File: src/design/mfs_pkg.sv
// ----------------------------------------------------------------------------
// mfs_pkg
// Constants, codes, state type and fixed-point helpers of the scheduler math.
// ----------------------------------------------------------------------------
`timescale 1ns / 1ps

package mfs_pkg;

    // 17.14 fixed point
    localparam int FRAC_BITS = 14;
    localparam int FRAC_ONE  = 1 << FRAC_BITS;

    // Load update factors 59/60 and 1/60, truncated
    localparam logic signed [31:0] K59 = 32'((59 * FRAC_ONE) / 60);
    localparam logic signed [31:0] K1  = 32'(FRAC_ONE / 60);
    localparam logic signed [31:0] K100 = 32'sd100;

    // Decay divider: dividend is 2*la scaled by FRAC_ONE
    localparam int DIV_W = 32 + FRAC_BITS;

    // Width of round(cpu usage/4) and of the raw priority
    localparam int RND_W = 32 - FRAC_BITS;
    localparam int PRI_W = RND_W + 2;

    // Reset values of the configuration registers
    localparam logic [7:0] TOP_RESET    = 8'd63;
    localparam logic [7:0] BOTTOM_RESET = 8'd0;

    // Operation codes
    localparam logic [2:0] FN_TICK   = 3'd0;
    localparam logic [2:0] FN_LOAD   = 3'd1;
    localparam logic [2:0] FN_DECAY  = 3'd2;
    localparam logic [2:0] FN_PRIO   = 3'd3;
    localparam logic [2:0] FN_REPORT = 3'd4;

    // Configuration register indexes
    localparam logic CFG_TOP    = 1'b0;
    localparam logic CFG_BOTTOM = 1'b1;

    typedef enum logic [3:0] {
        ST_IDLE,
        ST_LA_MUL,
        ST_LA_ACC,
        ST_LA_ADD,
        ST_DIV_START,
        ST_DIV_WAIT,
        ST_RC_MUL,
        ST_RC_ADD,
        ST_PRI_RND,
        ST_PRI_CLAMP,
        ST_REP_LA,
        ST_REP_RC,
        ST_REP_FIN,
        ST_DONE
    } t_state;

    // Product / FRAC_ONE truncated toward zero, wrapped to 32 bits
    function automatic logic signed [31:0] fx_trunc(input logic signed [63:0] p);
        logic signed [63:0] b;
        b = p + (p[63] ? 64'(FRAC_ONE - 1) : 64'sd0);
        return 32'(b >>> FRAC_BITS);
    endfunction

    // Round to nearest integer, halves away from zero, with 32-bit wrap
    function automatic logic signed [31:0] round_near(input logic signed [31:0] n);
        logic signed [31:0] t;
        logic signed [31:0] b;
        if (n > 32'sd0) begin
            t = n + 32'(FRAC_ONE / 2);
        end else begin
            t = n - 32'(FRAC_ONE / 2);
        end
        b = t + (t[31] ? 32'(FRAC_ONE - 1) : 32'sd0);
        return b >>> FRAC_BITS;
    endfunction

endpackage

File: src/design/mlfq_fixed_point_scheduler_math.sv
// ----------------------------------------------------------------------------
// mlfq_fixed_point_scheduler_math
// Fixed-point (17.14) arithmetic engine of a multi-level feedback queue
// scheduler; holds the system load average.
// ----------------------------------------------------------------------------
// One transaction in, one transaction out. The engine works on one item at a
// time and drops o_ready from acceptance until its result has been moved into
// the output register; a finished result may wait there while the next item
// is already being accepted and worked on. Tick and unused codes, and decay of
// an idle thread, go straight to the done step; load update, priority and
// report pass through their sequencer steps; any other decay waits on the
// divider, which is skipped with a zero decay factor when 2*load average
// + 1.0 wraps to zero. The divider yields one quotient bit per cycle over
// a 46-bit dividend. All multiplications go through a single registered
// 32x32 multiplier that the sequencer reuses step after step. Results wrap
// at 32 bits. Write top_priority (index 0) and bottom_priority (index 1)
// only while idle.
// ----------------------------------------------------------------------------
`timescale 1ns / 1ps

module mlfq_fixed_point_scheduler_math (
    input  logic               i_clk,
    input  logic               i_rst_n,
    // configuration write port
    input  logic               i_cfg_we,
    input  logic               i_cfg_idx,
    input  logic [7:0]         i_cfg_data,
    // input channel
    input  logic               i_valid,
    output logic               o_ready,
    input  logic [2:0]         i_func,
    input  logic signed [31:0] i_cpu_usage,
    input  logic signed [5:0]  i_nice,
    input  logic               i_is_idle,
    input  logic [9:0]         i_ready_count,
    // output channel
    output logic               o_valid,
    input  logic               i_ready,
    output logic signed [31:0] o_cpu_usage_out,
    output logic [7:0]         o_priority_out,
    output logic signed [31:0] o_sys_load_out,
    output logic signed [31:0] o_sys_load_x100,
    output logic signed [31:0] o_cpu_usage_x100
);

    localparam int FB    = mfs_pkg::FRAC_BITS;
    localparam int RND_W = mfs_pkg::RND_W;
    localparam int PRI_W = mfs_pkg::PRI_W;
    localparam int DW    = mfs_pkg::DIV_W;

    // ------------------------------------------------------------------
    // Registers
    // ------------------------------------------------------------------
    mfs_pkg::t_state r_state, n_state;

    logic               r_out_valid, n_out_valid;
    logic signed [31:0] r_la, n_la;
    logic [7:0]         r_top, n_top;
    logic [7:0]         r_bot, n_bot;

    // latched transaction
    logic signed [31:0] r_rc, n_rc;
    logic signed [5:0]  r_nice, n_nice;
    logic               r_idle, n_idle;
    logic [9:0]         r_rdy_cnt, n_rdy_cnt;

    // working results
    logic signed [31:0]      r_acc, n_acc;
    logic signed [RND_W-1:0] r_rnd, n_rnd;
    logic signed [31:0]      r_rc_res, n_rc_res;
    logic [7:0]              r_prio, n_prio;
    logic signed [31:0]      r_lax, n_lax;
    logic signed [31:0]      r_rcx, n_rcx;

    // output register
    logic signed [31:0] r_o_rc, n_o_rc;
    logic [7:0]         r_o_prio, n_o_prio;
    logic signed [31:0] r_o_la, n_o_la;
    logic signed [31:0] r_o_lax, n_o_lax;
    logic signed [31:0] r_o_rcx, n_o_rcx;

    // ------------------------------------------------------------------
    // Shared units and helper terms
    // ------------------------------------------------------------------
    logic               in_acc;
    logic               out_load;
    logic signed [31:0] mul_a, mul_b;
    logic signed [63:0] prod;
    logic               div_start;
    logic               div_done;
    logic signed [31:0] div_quot;

    logic signed [31:0]      twice_la;
    logic signed [31:0]      den;
    logic signed [DW-1:0]    dividend;
    logic [10:0]             rdy_eff;
    logic signed [31:0]      nice_fx;
    logic signed [31:0]      quarter;
    logic signed [31:0]      rnd_full;
    logic signed [PRI_W-1:0] pri_raw;
    logic signed [PRI_W-1:0] top_s;
    logic signed [PRI_W-1:0] bot_s;

    assign in_acc   = i_valid && o_ready;
    assign out_load = (r_state == mfs_pkg::ST_DONE) && (!r_out_valid || i_ready);

    assign twice_la = {r_la[30:0], 1'b0};
    assign den      = twice_la + 32'(mfs_pkg::FRAC_ONE);
    assign dividend = {twice_la, {FB{1'b0}}};
    assign rdy_eff  = {1'b0, r_rdy_cnt} + {10'd0, !r_idle};
    assign nice_fx  = 32'(r_nice) <<< FB;

    // cpu usage / 4, truncated toward zero, then rounded to an integer
    assign quarter  = (r_rc + (r_rc[31] ? 32'sd3 : 32'sd0)) >>> 2;
    assign rnd_full = mfs_pkg::round_near(quarter);

    assign top_s   = PRI_W'($signed({1'b0, r_top}));
    assign bot_s   = PRI_W'($signed({1'b0, r_bot}));
    assign pri_raw = top_s - PRI_W'(r_rnd) - PRI_W'($signed({r_nice, 1'b0}));

    assign div_start = (r_state == mfs_pkg::ST_DIV_START) && (den != 32'sd0);

    // Steer the shared multiplier by sequencer step
    always_comb begin
        case (r_state)
            mfs_pkg::ST_LA_ACC: begin
                mul_a = 32'($signed({1'b0, rdy_eff}));
                mul_b = mfs_pkg::K1;
            end
            mfs_pkg::ST_RC_MUL: begin
                mul_a = r_acc;
                mul_b = r_rc;
            end
            mfs_pkg::ST_REP_LA: begin
                mul_a = r_la;
                mul_b = mfs_pkg::K100;
            end
            mfs_pkg::ST_REP_RC: begin
                mul_a = r_rc;
                mul_b = mfs_pkg::K100;
            end
            default: begin
                mul_a = r_la;
                mul_b = mfs_pkg::K59;
            end
        endcase
    end

    mfs_mul u_mul (
        .i_clk  (i_clk),
        .i_a    (mul_a),
        .i_b    (mul_b),
        .o_prod (prod)
    );

    mfs_div u_div (
        .i_clk      (i_clk),
        .i_rst_n    (i_rst_n),
        .i_start    (div_start),
        .i_dividend (dividend),
        .i_divisor  (den),
        .o_done     (div_done),
        .o_quot     (div_quot)
    );

    // ------------------------------------------------------------------
    // Sequencer: next state
    // ------------------------------------------------------------------
    always_comb begin
        n_state = r_state;
        case (r_state)
            mfs_pkg::ST_IDLE: begin
                if (i_valid) begin
                    case (i_func)
                        mfs_pkg::FN_LOAD:   n_state = mfs_pkg::ST_LA_MUL;
                        mfs_pkg::FN_DECAY:  n_state = i_is_idle ? mfs_pkg::ST_DONE
                                                                : mfs_pkg::ST_DIV_START;
                        mfs_pkg::FN_PRIO:   n_state = mfs_pkg::ST_PRI_RND;
                        mfs_pkg::FN_REPORT: n_state = mfs_pkg::ST_REP_LA;
                        default:            n_state = mfs_pkg::ST_DONE;
                    endcase
                end
            end
            mfs_pkg::ST_LA_MUL:    n_state = mfs_pkg::ST_LA_ACC;
            mfs_pkg::ST_LA_ACC:    n_state = mfs_pkg::ST_LA_ADD;
            mfs_pkg::ST_LA_ADD:    n_state = mfs_pkg::ST_DONE;
            mfs_pkg::ST_DIV_START: n_state = (den == 32'sd0) ? mfs_pkg::ST_RC_MUL
                                                             : mfs_pkg::ST_DIV_WAIT;
            mfs_pkg::ST_DIV_WAIT: begin
                if (div_done) begin
                    n_state = mfs_pkg::ST_RC_MUL;
                end
            end
            mfs_pkg::ST_RC_MUL:    n_state = mfs_pkg::ST_RC_ADD;
            mfs_pkg::ST_RC_ADD:    n_state = mfs_pkg::ST_DONE;
            mfs_pkg::ST_PRI_RND:   n_state = mfs_pkg::ST_PRI_CLAMP;
            mfs_pkg::ST_PRI_CLAMP: n_state = mfs_pkg::ST_DONE;
            mfs_pkg::ST_REP_LA:    n_state = mfs_pkg::ST_REP_RC;
            mfs_pkg::ST_REP_RC:    n_state = mfs_pkg::ST_REP_FIN;
            mfs_pkg::ST_REP_FIN:   n_state = mfs_pkg::ST_DONE;
            mfs_pkg::ST_DONE: begin
                if (out_load) begin
                    n_state = mfs_pkg::ST_IDLE;
                end
            end
            default:               n_state = mfs_pkg::ST_IDLE;
        endcase
    end

    // ------------------------------------------------------------------
    // Sequencer: datapath updates
    // ------------------------------------------------------------------
    always_comb begin
        n_la      = r_la;
        n_top     = r_top;
        n_bot     = r_bot;
        n_rc      = r_rc;
        n_nice    = r_nice;
        n_idle    = r_idle;
        n_rdy_cnt = r_rdy_cnt;
        n_acc     = r_acc;
        n_rnd     = r_rnd;
        n_rc_res  = r_rc_res;
        n_prio    = r_prio;
        n_lax     = r_lax;
        n_rcx     = r_rcx;

        case (r_state)
            mfs_pkg::ST_IDLE: begin
                // Latch the transaction; tick finishes right here
                if (in_acc) begin
                    n_rc      = i_cpu_usage;
                    n_nice    = i_nice;
                    n_idle    = i_is_idle;
                    n_rdy_cnt = i_ready_count;
                    n_prio    = '0;
                    n_lax     = '0;
                    n_rcx     = '0;
                    if ((i_func == mfs_pkg::FN_TICK) && !i_is_idle) begin
                        n_rc_res = i_cpu_usage + 32'(mfs_pkg::FRAC_ONE);
                    end else begin
                        n_rc_res = i_cpu_usage;
                    end
                end
            end
            mfs_pkg::ST_LA_ACC: n_acc = mfs_pkg::fx_trunc(prod);
            mfs_pkg::ST_LA_ADD: n_la  = r_acc + prod[31:0];
            mfs_pkg::ST_DIV_START: begin
                // zero divisor: decay factor is zero
                if (den == 32'sd0) begin
                    n_acc = '0;
                end
            end
            mfs_pkg::ST_DIV_WAIT: begin
                if (div_done) begin
                    n_acc = div_quot;
                end
            end
            mfs_pkg::ST_RC_ADD:  n_rc_res = mfs_pkg::fx_trunc(prod) + nice_fx;
            mfs_pkg::ST_PRI_RND: n_rnd = rnd_full[RND_W-1:0];
            mfs_pkg::ST_PRI_CLAMP: begin
                // ceiling checked first; raw above top always gets top
                if (pri_raw > top_s) begin
                    n_prio = r_top;
                end else if (pri_raw < bot_s) begin
                    n_prio = r_bot;
                end else begin
                    n_prio = pri_raw[7:0];
                end
            end
            mfs_pkg::ST_REP_RC:  n_lax = mfs_pkg::round_near(prod[31:0]);
            mfs_pkg::ST_REP_FIN: n_rcx = mfs_pkg::round_near(prod[31:0]);
            default: begin
            end
        endcase

        if (i_cfg_we) begin
            case (i_cfg_idx)
                mfs_pkg::CFG_TOP:    n_top = i_cfg_data;
                mfs_pkg::CFG_BOTTOM: n_bot = i_cfg_data;
                default: begin
                end
            endcase
        end
    end

    // ------------------------------------------------------------------
    // Output register: hold while stalled, load from the DONE step
    // ------------------------------------------------------------------
    always_comb begin
        n_out_valid = r_out_valid && !i_ready;
        n_o_rc      = r_o_rc;
        n_o_prio    = r_o_prio;
        n_o_la      = r_o_la;
        n_o_lax     = r_o_lax;
        n_o_rcx     = r_o_rcx;
        if (out_load) begin
            n_out_valid = 1'b1;
            n_o_rc      = r_rc_res;
            n_o_prio    = r_prio;
            n_o_la      = r_la;
            n_o_lax     = r_lax;
            n_o_rcx     = r_rcx;
        end
    end

    // control state and load average
    always_ff @(posedge i_clk) begin
        if (!i_rst_n) begin
            r_state     <= mfs_pkg::ST_IDLE;
            r_out_valid <= 1'b0;
            r_la        <= '0;
            r_top       <= mfs_pkg::TOP_RESET;
            r_bot       <= mfs_pkg::BOTTOM_RESET;
        end else begin
            r_state     <= n_state;
            r_out_valid <= n_out_valid;
            r_la        <= n_la;
            r_top       <= n_top;
            r_bot       <= n_bot;
        end
    end

    // payload
    always_ff @(posedge i_clk) begin
        r_rc      <= n_rc;
        r_nice    <= n_nice;
        r_idle    <= n_idle;
        r_rdy_cnt <= n_rdy_cnt;
        r_acc     <= n_acc;
        r_rnd     <= n_rnd;
        r_rc_res  <= n_rc_res;
        r_prio    <= n_prio;
        r_lax     <= n_lax;
        r_rcx     <= n_rcx;
        r_o_rc    <= n_o_rc;
        r_o_prio  <= n_o_prio;
        r_o_la    <= n_o_la;
        r_o_lax   <= n_o_lax;
        r_o_rcx   <= n_o_rcx;
    end

    assign o_ready          = (r_state == mfs_pkg::ST_IDLE);
    assign o_valid          = r_out_valid;
    assign o_cpu_usage_out  = r_o_rc;
    assign o_priority_out   = r_o_prio;
    assign o_sys_load_out   = r_o_la;
    assign o_sys_load_x100  = r_o_lax;
    assign o_cpu_usage_x100 = r_o_rcx;

endmodule

File: src/design/mfs_mul.sv
// ----------------------------------------------------------------------------
// mfs_mul
// Shared signed 32x32 multiplier with a registered 64-bit product.
// ----------------------------------------------------------------------------
`timescale 1ns / 1ps

module mfs_mul (
    input  logic               i_clk,
    input  logic signed [31:0] i_a,
    input  logic signed [31:0] i_b,
    output logic signed [63:0] o_prod
);

    logic signed [63:0] r_prod;

    always_ff @(posedge i_clk) begin
        r_prod <= 64'(i_a) * 64'(i_b);
    end

    assign o_prod = r_prod;

endmodule

File: src/design/mfs_div.sv
// ----------------------------------------------------------------------------
// mfs_div
// Iterative signed divider, one quotient bit per cycle, truncating toward
// zero; the quotient is wrapped to 32 bits.
// ----------------------------------------------------------------------------
`timescale 1ns / 1ps

module mfs_div (
    input  logic                               i_clk,
    input  logic                               i_rst_n,
    input  logic                               i_start,
    input  logic signed [mfs_pkg::DIV_W-1:0]   i_dividend,
    input  logic signed [31:0]                 i_divisor,
    output logic                               o_done,
    output logic signed [31:0]                 o_quot
);

    localparam int DW    = mfs_pkg::DIV_W;
    localparam int CNT_W = $clog2(DW);

    logic             r_busy;
    logic             r_done;
    logic [CNT_W-1:0] r_cnt;
    logic [31:0]      r_rem;
    logic [DW-1:0]    r_q;
    logic [31:0]      r_dsr;
    logic             r_neg;

    logic [32:0]      trial;
    logic [32:0]      diff;
    logic             fits;
    logic [DW-1:0]    dvd_mag;
    logic [31:0]      dsr_mag;

    assign dvd_mag = i_dividend[DW-1] ? (DW'(~i_dividend) + DW'(1)) : DW'(i_dividend);
    assign dsr_mag = i_divisor[31] ? (~i_divisor + 32'd1) : i_divisor;

    // Restoring step: shift in the next dividend bit, subtract if it fits
    assign trial = {r_rem, r_q[DW-1]};
    assign diff  = trial - {1'b0, r_dsr};
    assign fits  = (trial >= {1'b0, r_dsr});

    always_ff @(posedge i_clk) begin
        if (!i_rst_n) begin
            r_busy <= 1'b0;
            r_done <= 1'b0;
            r_cnt  <= '0;
        end else begin
            r_done <= 1'b0;
            if (i_start) begin
                r_busy <= 1'b1;
                r_cnt  <= CNT_W'(DW - 1);
            end else if (r_busy) begin
                if (r_cnt == '0) begin
                    r_busy <= 1'b0;
                    r_done <= 1'b1;
                end else begin
                    r_cnt <= r_cnt - CNT_W'(1);
                end
            end
        end
    end

    always_ff @(posedge i_clk) begin
        if (i_start) begin
            r_rem <= '0;
            r_q   <= dvd_mag;
            r_dsr <= dsr_mag;
            r_neg <= i_dividend[DW-1] ^ i_divisor[31];
        end else if (r_busy) begin
            r_rem <= fits ? diff[31:0] : trial[31:0];
            r_q   <= {r_q[DW-2:0], fits};
        end
    end

    assign o_done = r_done;
    assign o_quot = r_neg ? $signed(~r_q[31:0] + 32'd1) : $signed(r_q[31:0]);

endmodule

File: config.mk
export PLATFORM = sky130hd
export DESIGN_NAME = mlfq_fixed_point_scheduler_math
export DESIGN_NICKNAME = d
export VERILOG_FILES = /design/src/design/mfs_pkg.sv /design/src/design/mlfq_fixed_point_scheduler_math.sv /design/src/design/mfs_mul.sv /design/src/design/mfs_div.sv
export SDC_FILE = /design/constraint.sdc
export NUM_CORES = 2
export LEC_CHECK = 0
export BUFFER_PORTS_ARGS = -buffer_cell sky130_fd_sc_hd__buf_2
export CELL_PAD_IN_SITES_DETAIL_PLACEMENT = 1
export CELL_PAD_IN_SITES_GLOBAL_PLACEMENT = 1
export CORE_MARGIN = 4
export CORE_UTILIZATION = 55
export DETAILED_ROUTE_END_ITERATION = 8
export GPL_TIMING_DRIVEN = 0
export MAX_ROUTING_LAYER = met4
export PLACE_DENSITY = 0.93
export SYNTH_ARGS = -nofsm -noshare
export SYNTH_HDL_FRONTEND = slang
export SYNTH_HIERARCHICAL = 1
export SYNTH_SLANG_ARGS = --single-unit
File: constraint.sdc
create_clock -name i_clk -period 13.8 [get_ports i_clk]
set_input_delay 1.38 -clock i_clk [delete_from_list [all_inputs] [get_ports i_clk]]
set_output_delay 1.38 -clock i_clk [all_outputs]
set_load 0.005 [all_outputs]
==> metrics.md <==
| Metric | Value |
|---|---|
| RePlAce Congestion | `between 1 and 1.5` |
| Die Height | `around 360 um` |
| # rows | `roughly 130` |
| CP Capture Type | `flop` |
| Worst VDD drop | `0.1798 mV` |
| Cell Area, Synth | `67690 um2` |
| Most used cell, CP | `fa_1` |
| Core Area | `approximately 120000 um2` |
| Total gr overflow | `0` |
| Clock sink count | `502` |
| Final Instance Area | `72820 um2` |
| Hold crit path type | `flop to flop` |
| Status | `finished clean` |
| Initial antenna violation count | `26` |
| Root buf cell | `clkbuf_16` |
| Fin Setup TNS | `0 ns` |
| Slew Viols, Final | `0` |
| Routed WL per cell | `30.43 um` |
| Vias in the first global route | `63880` |
| Worst path required time | `between 10 and 15 ns` |
| Ys Warns | `6` |
| Pin count of the biggest net entering global routing | `38` |
| Area delta synth->final | `7.588%` |
| Total track usage | `0.4434` |
| Clock Latency Late Sink | `0.63 ns` |
| Part of the cycle the worst path needs | `0.9215` |
| Setup Fix Bufs, Post-CTS | `0` |
| Setup Skew | `roughly 0.021 ns` |
| Crit path DAT | `13.14 ns` |
| Mapped Avg Cell Area | `9.395 um2` |
| Num ports | `204` |
| RSZ-0062 raised after global routing | `no` |
| Detail Route Antenna Nets | `0` |
| Initial Utilization | `0.5546` |
| Core Util, Final | `0.5967` |
| Max-Cap Viols | `0` |
| Rel. slew slack | `0.02679` |
| First-pass DRT Iterations | `9` |
| Tmin final | `12.72 ns` |
| DP Wirelength | `226.9 mm` |
| Lkg Pwr | `between 30 and 40 nW` |
| Setup violators final | `0` |
| Via count | `58200` |
| Post-CTS Resized | `0` |
| Die area | `128700 um2` |
| PwrDens | `about 210 nW/um2` |
| First-pass GRT wire length | `412.6 mm` |
| Via density | `6.313` |
| Worst path bufs/invs | `9` |
| Reg clk slew, reported paths | `around 0.08 ns` |
| Nets | `9077` |
| Post-synthesis cell count | `slightly above 7000` |
| Slowest cell on crit path | `clkbuf_1` |
| Crit Path Class | `flop to flop` |
| Share of cells above drive strength 1 | `0.05514` |
| Max incr delay on CP | `1.01 ns` |
| CP delay by family, top | `adder cells` |
| FMAX | `78.63 MHz` |
| Max Root-Sink Buffers | `3` |
| CTS tree | `done` |
| CTS Buf Count | `47` |
| DRT iter0 DRCs | `6177` |
| Startpoint types | `flop` |
| Drc violations | `0` |
| Hold-fix buffers, CTS | `0` |
| H-tree Lvls | `2` |
| Number of I/O port buffers | `slightly above 200` |
| Final wirelength | `280.5 mm` |
| Tightest Pin Transition | `approximately 1.5 ns` |
| Placed cell area | `between 70000 and 80000 um2` |
| Hold Vio Cnt, Final | `0` |
| Die X | `358.8 um` |
| CP Max Fanout | `10` |
[report_power, final]
group / total (mW) / internal, mW / switching (mW)
clock network: 1.39 / 0.751 / 0.639
registers: 2.69 / 2.20 / 0.487
logic: 11.1 / 3.82 / 7.24
total: 15.1 / 6.77 / 8.37
[registers in the layout, summed over array words and instances (netlist names), 18 cells and up]
register,flops
o_cpu_usage_out,32
r_rnd,18
u_mul/o_prod,47
o_cpu_usage_x100,18
r_rc,32
r_acc,32
o_sys_load_out,32
u_div/r_dsr,32
r_lax,18
r_rcx,18
u_div/r_q,46
r_rc_res,32
u_div/r_rem,32
o_sys_load_x100,18
r_la,32
[layer usage]
metal	vias to the layer above	GRT usage	share of wire
li1	23470	-	-
met1	29310	0.4977	0.34
met2	3930	0.6888	0.46
met3	1498	0.1160	0.11
met4	0	0.3185	0.096
met5	-	-	0
[placed cells by master (no fill, tap or decap), types with 22 or more instances in the layout]
| cell | instances |
|---|---|
| mux2i_1 | 38 |
| xor2_1 | 152 |
| nor2b_1 | 32 |
| and2_1 | 562 |
| or3_1 | 26 |
| clkbuf_1 | 305 |
| nor2_1 | 313 |
| nand2_1 | 886 |
| clkbuf_16 | 52 |
| a21boi_0 | 22 |
| o21bai_1 | 30 |
| xnor2_1 | 252 |
| nor4_1 | 35 |
| a21o_1 | 93 |
| diode_2 | 31 |
| a31oi_1 | 32 |
| nor3_1 | 55 |
| o21a_1 | 31 |
| fa_1 | 1093 |
| buf_2 | 218 |
| buf_4 | 38 |
| and3_1 | 36 |
| edfxtp_1 | 362 |
| o31ai_1 | 38 |
| nand4_1 | 61 |
| a21oi_1 | 234 |
| nand3_1 | 109 |
| a211oi_1 | 34 |
| conb_1 | 58 |
| inv_1 | 1217 |
| o21ai_0 | 228 |
| o211ai_1 | 23 |
| a22oi_1 | 24 |
| ha_1 | 392 |
| nand2b_1 | 43 |
| dfxtp_1 | 140 |
[metrics by stage]
stage          total power, mW  hold WS (ns)  instances  setup WS (ns)
2_1_floorplan            9.576        0.4003       7262          5.278
3_3_place_gp             12.45        0.4013       9090          1.828
3_5_place_dp             13.31        0.4063       9101          1.593
4_1_cts                  14.83        0.4170       9188          1.487
5_1_grt                  16.22        0.4223       9213         0.9373
6_report                 15.14        0.4171       9219          1.083
[worst paths after layout]
| kind | start | endpoint | slack [ns] | cells after the start |
|---|---|---|---|---|
| worst max-delay path | r_state[1]$_SDFFE_PN0P_ | u_mul/o_prod[63]$_DFF_P_ | 1.08 | 31 |
| worst min register to register | r_rcx[10]$_SDFFCE_PN0P_ | o_cpu_usage_x100[10]$_DFFE_PP_ | 0.42 | 0 |
| worst max register to register | r_state[1]$_SDFFE_PN0P_ | u_mul/o_prod[63]$_DFF_P_ | 1.08 | 31 |
| worst min-delay path | r_rcx[10]$_SDFFCE_PN0P_ | o_cpu_usage_x100[10]$_DFFE_PP_ | 0.42 | 0 |
[final cells by class]
class,instances,area [um2]
multi-input cells,5178,48170
flip-flops and latches,502,13670
inverters,1220,4579
plain buffers,362,1520
repair buffers,214,1184
clock buffers,64,1386
fillers,13990,49210
well taps,1625,2033
clock inverters,23,202.7
diodes,31,77.57
Power figures use the tool's default switching activity.
